$ cat config.mk
export PLATFORM = sky130hd
export DESIGN_NAME = swmc_ram
export DESIGN_NICKNAME = d
export VERILOG_FILES = /design/src/rtl/swmc_ram.sv
export SDC_FILE = /design/constraint.sdc
export NUM_CORES = 2
export LEC_CHECK = 0
export ABC_AREA = 1
export BUFFER_PORTS_ARGS = -buffer_cell sky130_fd_sc_hd__buf_2
export CAP_MARGIN = 10
export CORE_MARGIN = 8
export CORE_UTILIZATION = 25
export DETAILED_ROUTE_END_ITERATION = 12
export GPL_ROUTABILITY_DRIVEN = 0
export SLEW_MARGIN = 20
export SYNTH_ARGS = -nofsm -noshare
export SYNTH_HDL_FRONTEND = slang
export SYNTH_SLANG_ARGS = --single-unit
$ cat constraint.sdc
create_clock -name i_clk -period 15.8 [get_ports i_clk]
set_input_delay 3.16 -clock i_clk [delete_from_list [all_inputs] [get_ports i_clk]]
set_output_delay 3.16 -clock i_clk [all_outputs]
set_load 0.01 [all_outputs]
$ cat src/rtl/swmc_ram.sv
`timescale 1ns / 1ps

module swmc_ram #(
    parameter int WIDTH = 32,
    parameter int DEPTH = 64
) (
    input  logic                                   i_clk,
    input  logic                                   i_we,
    input  logic [((DEPTH > 1) ? $clog2(DEPTH) : 1)-1:0] i_addr,
    input  logic [WIDTH-1:0]                       i_wdata,
    output logic [WIDTH-1:0]                       o_rdata
);

    logic [WIDTH-1:0] r_mem [DEPTH];
    logic [WIDTH-1:0] r_rdata;

    always_ff @(posedge i_clk) begin
        if (i_we) begin
            r_mem[i_addr] <= i_wdata;
        end
        r_rdata <= r_mem[i_addr];
    end

    assign o_rdata = r_rdata;

endmodule

==> Yosys cells after proc, flatten, opt, wreduce, memory -nomap -nowiden <==
Memory sizes are Yosys's and may differ from the RTL's. A register that Yosys moved wholly into a read port is not among the register bits.
Cells that the tools add are included.
{ "op_classes": {"muxes": 2} }
{ "op_table": {"columns": ["cell", "n"], "rows": [
  ["1-bit two-way mux", 2]
]} }
{ "word_totals": {"regBits": 0, "ram_bits": 2048, "n_memories": 1} }
{ "mem_list": {"columns": ["name", "words", "word_bits", "read_ports", "rd_ports_with_merged_regs", "write_ports", "line", "rtl"], "rows": [
  ["r_mem", 64, 32, 1, 1, 1, "14", "logic [WIDTH-1:0] r_mem [DEPTH];"]
]} }

==> Depth between registers and ports, before layout <==
{ "logic_depth": {"ltp_word": 2, "ltp_mapped": 15, "mapped_depth_nobuf": 11} }

==> Worst setup path before layout <==
No wires, ideal clock.
{ "synth_path": {"path_kind": "input-to-reg", "startpoint": "in i_addr[0] (netlist bit)", "endpoint": "mem r_mem[41][0], enable pin", "setup_ns": 0.502, "t_arrival_ns": 6.943, "setup_slack_ns": 8.355, "path_stages": 6, "cell_sequence": "buf_4 -> inv_2 -> buf_6 -> buf_4 -> buf_2 -> nor4_1"} }
{ "synth_rtl": {"columns": ["element", "line", "rtl"], "rows": [
  ["start: declaration", "9", "input logic [((DEPTH > 1) ? $clog2(DEPTH) : 1)-1:0] i_addr,"],
  ["end: declaration", "14", null]
]} }
Straight into the memory's write port.

==> flow_summary.ini <==
[sta]
fin_worst_skew_ns = 0.05381
period_needed_ns = 7.207
worstMarginPinSlew_ns = 1.307
rsz0062_at_grt = no
drv_slew = 0
hold_slack_ns = 0.8139
timing.final.ws_setup_ns = 8.593
fin_crit_sh_pct = 45.61
setup_viol = 0
finalSetupTns_ns = 0
hold_violations = 0
slew_headroom_pct = 12.88
fmax_mhz = 138.8

[placed_design]
numPortBuffers = 71
dp_hpwl_mm = 140.0
place_ws_ns = 7.835

[global_routing]
grt_use_total_pct = 13.96
antenna_found_initial = 23
grt_max_degree = 221
grt_pass1_wl_mm = 380.1
grt_overflow_total = 0
grt_pass1_vias = 53920

[drt]
dr_total_vias = 58420
drc = 0
wl_per_cell_microns = 19.97
vias_per_cell = 4.422
firstDrtPassIters = 6
drtIter0Drc = 6829
ant_nets = 0
totalWireLength_mm = 263.9

[critical_path]
critPathLaunchType = primary input
cp-end-kind = register
cp.arrival_ns = 8.00
crit_fanout = 180
crit_required_ns = 16.59
crit_type = primary input to register
rrSetupSlack_ns = 13.55

[floorplan]
initial_core_util_pct = 25.04
io_pins = 72
core_region_area_sq_um = 345400
die_h_microns = 604.2
rows = 216
dieArea_sq_um = 365100
die_w_microns = 604.2

[cts]
cts_root_buf = clkbuf_16
clk_pin_slew_ns = 0.06
clkSinkCount = 2080
cts_setup_buffers = 0
cts_resized = 0
cts_tree = yes
cts_made_buffers = 205
clock_latency_ns = 0.85
cts.path.max_buffers = 3
cts.htree.levels = 4
hold_buffers = 0

[cells_and_area]
drive_gt1_share_pct = 6.886
nNetsFinal = 8492
area_delta_synth_final_pct = 14.28
final_core_util_pct = 28.62

[logic_synthesis]
ys_warn_count = 0
synth_area_sq_um = 86500
synth_edf_count = 2048
synth_xor_xnor_area_share_pct = 0
yosys.area_share.simple_pct = 25.68
synth_nets = 8480
synth_top_family_by_area = simple AND/OR/NAND/NOR gates
synthAdderAreaFrac_pct = 0
async_flop_share_pct = 0
synth_compound_area_share_pct = 0.08389
syn_inst = 8440
ys.flop_type = edfxtp_1
synth_cell_types = 21
avgSynthCellArea_sq_um = 10.25
synth_seq_cells = 2080
yosysSeqAreaShare_pct = 71.84
muxShareOfSynthArea_pct = 0

[outcome]
status = completed

[power]
p_leak_nw = 39.99
power_mw = 11.57
vdd_ir_drop_max_mv = 0.1209
power_density_nw_per_um2 = 117.0

[worst_hold_path]
min_path_type = register to register

[run]
maxCapViolCount = 0
## registers in the layout (all words and copies together), names as in the netlist
name     flops
r_mem     2048
o_rdata     32
## layout by cell type (no fill, tap or decap), types with 4 or more instances in the layout
master	synthesis	routed
buf_2	244	68
clkinv_2	0	31
o211ai_1	5	5
or2_2	5	5
o21ai_0	5	5
clkinv_1	0	44
nor3_4	0	7
inv_2	14	11
clkinv_4	0	4
nand2_1	5728	5728
edfxtp_1	2048	2048
diode_2	0	9
clkbuf_8	0	13
buf_12	0	6
nor2_4	0	62
nand3_1	13	13
bufinv_16	0	7
nor2_1	137	75
inv_6	0	4
clkbuf_16	0	206
clkbuf_1	136	61
inv_1	16	16
buf_4	11	150
dfxtp_1	32	32
clkinv_8	0	5
## report_power, final
part	switching, mW	internal [mW]
logic	0.570	0.159
registers	0.0402	6.11
clock network	2.11	2.58
## final timing paths
kind                  from           to  cells past startpoint
max              i_addr[0]  o_rdata[16]                     15
min           r_mem[54][1]   o_rdata[1]                     10
max reg2reg  r_mem[20][17]  o_rdata[17]                     10
min reg2reg   r_mem[54][1]   o_rdata[1]                     10
## per-stage QoR
stage	cells	instance area, sq um
global route	13210	98850
detailed placement	12820	92450
CTS	13200	98830
finish	13210	98860
floorplan	8440	86500
global placement	12820	92450
## cells in the mapped netlist, types with 7 or more instances
cell | n | area, sq um
buf_1 | 27 | 101.4
buf_2 | 244 | 1221
inv_1 | 16 | 60.06
nand2_1 | 5728 | 21500
edfxtp_1 | 2048 | 61500
nor2_1 | 137 | 514.2
buf_4 | 11 | 82.58
nor3_2 | 7 | 70.07
inv_2 | 14 | 52.55
clkbuf_1 | 136 | 510.5
nand3_1 | 13 | 65.06
dfxtp_1 | 32 | 640.6
## metal layers
metal	vias up	share of wire (%)	GRT usage, %
li1	27320	-	-
met3	368	8.5	2.428
met5	-	0.015	0
met4	6	3.5	4.791
met1	28320	42	19.14
met2	2417	46	22.30
## area by class of cell
| type | instances | area, sq um |
|---|---|---|
| fill | 35560 | 246500 |
| sequential | 2080 | 62140 |
| multi-input combinational | 5908 | 22820 |
| tap | 4578 | 5728 |
| clock buffer | 280 | 5563 |
| timing repair buffer | 227 | 1632 |
| clock inverter | 101 | 819.5 |
| inverter | 30 | 135.1 |
| antenna | 9 | 22.52 |
## kinds of logic after synthesis
family,after synthesis
compound gates,12
flops,2080
simple gates,5896
buf+inv,452
## worst max-delay path: stages
cell and delay, ns:
buf_8 0.33, buf_4 0.63, buf_4 0.81, buf_4 0.92
buf_12 0.63, nand2_1 0.10, nand2_1 0.10, nand2_1 0.05
nand2_1 0.09, nand2_1 0.05, nand2_1 0.16, nand2_1 0.26
nand2_1 0.16, nor2_1 0.07, nand2_1 0.08
No activity file was read; power rests on OpenSTA's default activity.
