### src/rtl/swmc_pkg.sv
`timescale 1ns / 1ps

package swmc_pkg;

    localparam int WINDOW_MAX  = 64;
    localparam int SAMPLE_BITS = 32;

    // Field widths of the external items
    localparam int CFG_BITS    = 7;
    localparam int SUM_BITS    = 38;
    localparam int IN_BITS     = 32;
    localparam int MEDIAN_BITS = 32;

    localparam int IDX_BITS = (WINDOW_MAX > 1) ? $clog2(WINDOW_MAX) : 1;
    localparam int CNT_BITS = $clog2(WINDOW_MAX + 1);
    localparam int CMP_BITS = (CNT_BITS > CFG_BITS) ? CNT_BITS : CFG_BITS;

    localparam int OUT_FIELD_BITS = SUM_BITS + MEDIAN_BITS;
    localparam int OUT_TDATA_BITS = ((OUT_FIELD_BITS + 7) / 8) * 8;
    localparam int IN_TDATA_BITS  = ((IN_BITS + 7) / 8) * 8;

    typedef enum logic [1:0] {
        S_IDLE,
        S_EVICT,
        S_INSERT
    } t_state;

    // Operation broadcast to every sorted cell
    typedef struct packed {
        logic evict;
        logic insert;
    } t_cell_ctl;

endpackage

### src/rtl/swmc_cell.sv
`timescale 1ns / 1ps

module swmc_cell (
    input  logic                                i_clk,
    input  swmc_pkg::t_cell_ctl                 i_ctl,
    input  logic [swmc_pkg::SAMPLE_BITS-1:0]    i_key,
    input  logic                                i_live,
    input  logic [swmc_pkg::SAMPLE_BITS-1:0]    i_left_val,
    input  logic                                i_left_flag,
    input  logic [swmc_pkg::SAMPLE_BITS-1:0]    i_right_val,
    output logic [swmc_pkg::SAMPLE_BITS-1:0]    o_val,
    output logic                                o_flag
);
    import swmc_pkg::*;

    logic [SAMPLE_BITS-1:0] r_val;
    logic [SAMPLE_BITS-1:0] n_val;
    logic                   w_flag;

    // Evict: flag marks cells at or past the deleted value; they pull from the right.
    // Insert: flag marks cells above the new value; the row moves right past it.
    always_comb begin
        if (i_ctl.insert) begin
            w_flag = !i_live || (r_val > i_key);
        end else begin
            w_flag = !i_live || (r_val >= i_key);
        end

        n_val = r_val;
        if (i_ctl.insert) begin
            if (i_left_flag) begin
                n_val = i_left_val;
            end else if (w_flag) begin
                n_val = i_key;
            end
        end else if (i_ctl.evict && w_flag) begin
            n_val = i_right_val;
        end
    end

    always_ff @(posedge i_clk) begin
        if (i_ctl.evict || i_ctl.insert) begin
            r_val <= n_val;
        end
    end

    assign o_val  = r_val;
    assign o_flag = w_flag;

endmodule

### config.mk
export PLATFORM = sky130hd
export DESIGN_NAME = swmc_cell
export DESIGN_NICKNAME = d
export VERILOG_FILES = /design/src/rtl/swmc_pkg.sv /design/src/rtl/swmc_cell.sv
export SDC_FILE = /design/constraint.sdc
export NUM_CORES = 1
export LEC_CHECK = 0
export BUFFER_PORTS_ARGS = -buffer_cell sky130_fd_sc_hd__buf_2
export CAP_MARGIN = 5
export CORE_ASPECT_RATIO = 0.7
export CORE_UTILIZATION = 41
export DETAILED_ROUTE_END_ITERATION = 8
export PLACE_DENSITY = 0.77
export SLEW_MARGIN = 20
export SYNTH_ARGS = -nofsm -noshare
export SYNTH_HDL_FRONTEND = slang
export SYNTH_SLANG_ARGS = --single-unit
export TNS_END_PERCENT = 10
### constraint.sdc
create_clock -name i_clk -period 3.3 [get_ports i_clk]
set_input_delay 0.66 -clock i_clk [delete_from_list [all_inputs] [get_ports i_clk]]
set_output_delay 0.66 -clock i_clk [all_outputs]
set_load 0.01 [all_outputs]
# Word level (Yosys, flattened, before mapping)
# Index checks and enable logic that the tools add are counted.
# word_totals
register_bits	32
inputBits	101
output_inout_bits	33
word_cells	16
# classes
order_cmp	2
eq_ne	1
n_mux	5
n_reduce_logical	7
# op_table
cell	n
$mux 32	4
$ge 32x32->1	1
$gt 32x32->1	1
$logic_or 1x1->1	3
$ne 3x1->1 const B	1
$reduce_and 3->1	1
$reduce_bool 2->1	1
$logic_and 1x1->1	1
$logic_not 1->1	1
$mux 1	1

# Depth between registers and ports, before layout
# logic_depth
depth_word	6
ltp_mapped	8
ltp_nobuf	8

# Least setup slack after synthesis
# No wires, ideal clock.
# synth_timing
path_kind	input to register
start	input i_key[15] (netlist bit)
end	register r_val[0], in the netlist o_val[0] (enable)
t_arrival_ns	2.999
required_ns	2.908
setup_slack_ns	-0.091
path_stages	8
n_path_buf	0
cell_sequence	inv_1 > ha_1 > nand4_2 > or4_4 > a21o_1 > a32oi_1 > a21o_2 > a22o_1
# synth_between
elab_chain_len	6
# synth_rtl
element	line	source
start: declaration	swmc_cell.sv:6	input logic [swmc_pkg::SAMPLE_BITS-1:0] i_key,
$ge 32x32->1 / $gt 32x32->1 (equally long branches)	swmc_cell.sv:26, swmc_cell.sv:24	
$logic_or 1x1->1, on equally long branches	swmc_cell.sv:26, swmc_cell.sv:24	
$mux 1 *	swmc_cell.sv:23	if (i_ctl.insert) begin
via o_flag	swmc_cell.sv:12	output logic o_flag
$logic_and 1x1->1	swmc_cell.sv:36	end else if (i_ctl.evict && w_flag) begin
$reduce_bool 2->1 (no line)	--	
$reduce_and 3->1 (no line) *	--	
end signal: assignment	swmc_cell.sv:43	r_val <= n_val;
end: declaration	swmc_cell.sv:16	logic [SAMPLE_BITS-1:0] r_val;
# Mark *: on every way through the listed nets, which the timed path passes. The rest lies on a longest branch.
# A chain may end at the register's enable or synchronous reset.

# Worst setup path in the final report
# layout_timing
start	input i_key[15] (netlist bit)
end	output o_flag
# layout_between
elab_chain_len	3
# layout_rtl
element	line
$ge 32x32->1 / $gt 32x32->1 (equally long branches)	swmc_cell.sv:26, swmc_cell.sv:24
$logic_or 1x1->1, on equally long branches	swmc_cell.sv:26, swmc_cell.sv:24
$mux 1 *	swmc_cell.sv:23
end: declaration	swmc_cell.sv:12
# Mark *: on every way between the ends. The rest lies on a longest branch, timed or not.

==> summary.md <==
| Metric | Value |
|---|---|
| Starting DRC count in detailed routing | `91` |
| Vias per inst | `4.976` |
| GRT Util Overall | `19.28%` |
| Share of the core filled with cells | `57.28%` |
| Largest area contributor in the synthesized netlist | `edfxtp_1` |
| Total instance count after detailed placement | `461` |
| Cell area reported after detailed placement | `3221 um^2` |
| Clock root cell | `clkbuf_8` |
| Required time at the endpoint of the critical path | `2640 ps` |
| Internal portion of total power | `0.8416 mW` |
| Period utilisation layout | `96.57%` |
| Setup bufs post-CTS | `0` |
| Setup repair after global routing missed its margin | `false` |
| Number of placement rows | `23` |
| Status | `completed` |
| Number of maximum-capacitance violations | `0` |
| Pwr per Cell Area | `369.5 nW/um^2` |
| Maximum frequency from static timing analysis | `313.8 MHz` |
| Number of detailed-routing iterations run before antenna repair | `4` |
| First-pass GRT wire length | `9.156 mm` |
| Clock tree skew after final layout | `7.802 ps` |
| Worst slew slack as a fraction of its limit | `60.94%` |
| Number of top-level pins | `134` |
| Largest register FFs | `32` |
| WL final | `6.103 mm` |
| Synth Cell Area | `2462 um^2` |
| Kind of start point of the critical path | `input port` |
| Synthesized flop and latch total | `32` |
| Leading cell type in the layout, fill and taps excluded | `buf_2` |
| Clock latency of the later-clocked register in the worst-skew pair | `270 ps` |
| Gpl congestion | `0.7602` |
| Worst hold path type | `input port to flop` |
| Worst Max-Slew Pin Slew | `585.9 ps` |
| Worst vdd ir | `209.6 uV` |
| Fraction of final layout cells sized beyond drive strength 1 | `37.40%` |
| Post-DR wirelength/cell | `13.04 um` |
| Mean instance size in the synthesized netlist | `9.471 um^2` |
| TritonCTS clock tree | `yes` |
| Initial cell density of the core | `42.78%` |
| Final-report hold violation count | `0` |
| Inserted Diodes | `0` |
| Buffers on Ports | `133` |
| Final antenna-violating net count | `0` |
| Hold buffers post-CTS | `0` |
| Category of the most critical setup path | `input port to output pin` |
| Clock transition time at the flip-flop clock pins of the worst setup and hold paths | `70 ps` |
| Num Clock Sinks | `32` |
| Placeable Area | `5756 um^2` |
| Remaining DRCs | `0` |
| Leakage | `1.699 nW` |
| Final design instance area without fill | `3297 um^2` |
| Final Instance Count excl. Fillers | `468` |
| Maximum number of pins on one net before global-route repair | `41` |
| Number of clock buffers inserted by TritonCTS | `5` |
| Combinational share of power | `33.0%` |
| Vertical die dimension | `66.84 um` |
| Psw | `0.3765 mW` |
| Max Fanout on Critical Path | `3` |
| Total of endpoints with negative setup slack in the final report | `0` |
| Final-layout setup total negative slack | `0 ps` |
| Quantity of gates resized following cts | `0` |
| Sequential share of power | `44.8%` |
| Proportion of total power due to net switching | `30.91%` |
| Layout fillers | `542` |
| Total half-perimeter wirelength after legalization and detailed placement | `5.047 mm` |
| Nature of the critical path endpoint | `output pin` |
| Pins Over Slew Limit | `0` |
| Antenna violations before repair | `0` |
| Total number of H-tree levels | `2` |
| Grt total ovfl | `0` |
| Sequential fraction of the synthesis area | `39.02%` |
| Highest-count cells in the layout ignoring fill and taps | `133 x buf_2, 44 x a21oi_1, 36 x nor2_1` |
| Data arrival time at the worst-slack endpoint | `2530 ps` |
| Number of warnings reported in the yosys synthesis log | `0` |
| Via count of the first global-routing pass | `2,060` |
| Via total after detailed routing | `2,329` |
| Post-synthesis instance total | `260` |
| Number of nets in the synthesized netlist | `393` |
| Area share of the largest cell type after synthesis | `39.02%` |
| Reg2reg setup slack | `590 ps` |
| Area growth syn-to-layout | `33.89%` |
| Final worst path period need | `3187 ps` |
| Number of buffers on the longest clock path | `2` |
| Top post-synthesis cells by area | `edfxtp_1 39%, ha_1 16%, mux2i_1 13%` |
| Distinct cell type count after synthesis | `30` |
| Final Net Count | `526` |
| Clk network pwr share | `22.3%` |
| Die width | `94.63 um` |
| Overall die area | `6325 um^2` |
==> critical path, stage by stage <==
cell	delay (ps)
buf_2	90
inv_1	40
ha_1	330
nand4_2	150
or4_4	580
a21o_1	170
a32oi_1	230
a21o_2	140
buf_2	140
==> final cells by class <==
cell class / count / area, um^2 / share of cell area (%)
Clock buffer: 5 / 68.82 / 2.087
Clock inverter: 2 / 7.507 / 0.2277
Inverter: 32 / 120.1 / 3.643
Multi-Input combinational cell: 185 / 1338 / 40.57
Sequential cell: 32 / 960.9 / 29.15
Tap cell: 75 / 93.84 / 2.846
Timing Repair Buffer: 137 / 708.2 / 21.48
==> path summary, 6_finish.rpt <==
path                to       startpoint  cells after the start
max reg2reg  o_val[14]        o_val[15]                      8
min          o_val[26]  i_right_val[26]                      3
min reg2reg   o_val[9]        o_val[27]                      6
max             o_flag        i_key[15]                      9
==> power groups by stage <==
| stage | Sequential [mW] | Clock (mW) | Combinational, mW |
|---|---|---|---|
| floorplan | 0.574 | 0 | 0.203 |
| global placement | 0.550 | 0 | 0.394 |
| detailed placement | 0.552 | 0 | 0.406 |
| CTS | 0.545 | 0.280 | 0.407 |
| global route | 0.550 | 0.298 | 0.454 |
| finish | 0.545 | 0.271 | 0.402 |
==> metrics by stage <==
stage          power (mW)  hold WS, ps  setup slack [ps]
2_1_floorplan      0.7771        885.6             243.5
3_3_place_gp       0.9445        977.4             183.7
3_5_place_dp       0.9580        981.3             101.5
4_1_cts             1.232        691.5             100.1
5_1_grt             1.303        708.1             2.775
6_report            1.218        698.0             113.2
==> cell families (layout without fill, tap and decap cells) <==
group	count (synthesis)	in the layout	synth area share [%]
and+or+nand+nor	59	59	10.98
AOI/OAI and AO/OA	62	62	14.02
buffers and inverters	43	176	6.707
DFF	32	32	39.02
muxes	32	32	13.01
adders and majority gates	32	32	16.26
==> synth_stat cells <==
| library cell | count |
|---|---|
| o21ai_0 | 4 |
| ha_1 | 32 |
| nor2_1 | 36 |
| nor3b_2 | 1 |
| a21o_1 | 1 |
| nand2_1 | 11 |
| nor4_1 | 1 |
| clkbuf_1 | 7 |
| a211oi_1 | 2 |
| nand4_2 | 1 |
| a211o_1 | 1 |
| buf_2 | 3 |
| a221oi_1 | 1 |
| inv_1 | 32 |
| a32oi_1 | 1 |
| a21oi_1 | 44 |
| or4_4 | 1 |
| a22o_1 | 1 |
| a2bb2oi_1 | 1 |
| mux2i_1 | 32 |
| nor3_1 | 1 |
| nor2b_1 | 1 |
| o21a_1 | 1 |
| a21o_2 | 1 |
| nand4_1 | 5 |
| and4_1 | 1 |
| o21ai_1 | 3 |
| o211ai_1 | 1 |
| edfxtp_1 | 32 |
| buf_1 | 1 |
==> routing by layer <==
metal	up-vias	wire length (um)	share of wire [%]	GRT usage [%]
li1	1206	-	-	-
met2	82	2855	47	32.55
met3	2	447	7.3	4.452
met1	1039	2774	45	25.23
met4	0	25	0.41	3.977
met5	-	0	0	0
Power figures use the tool's default switching activity.
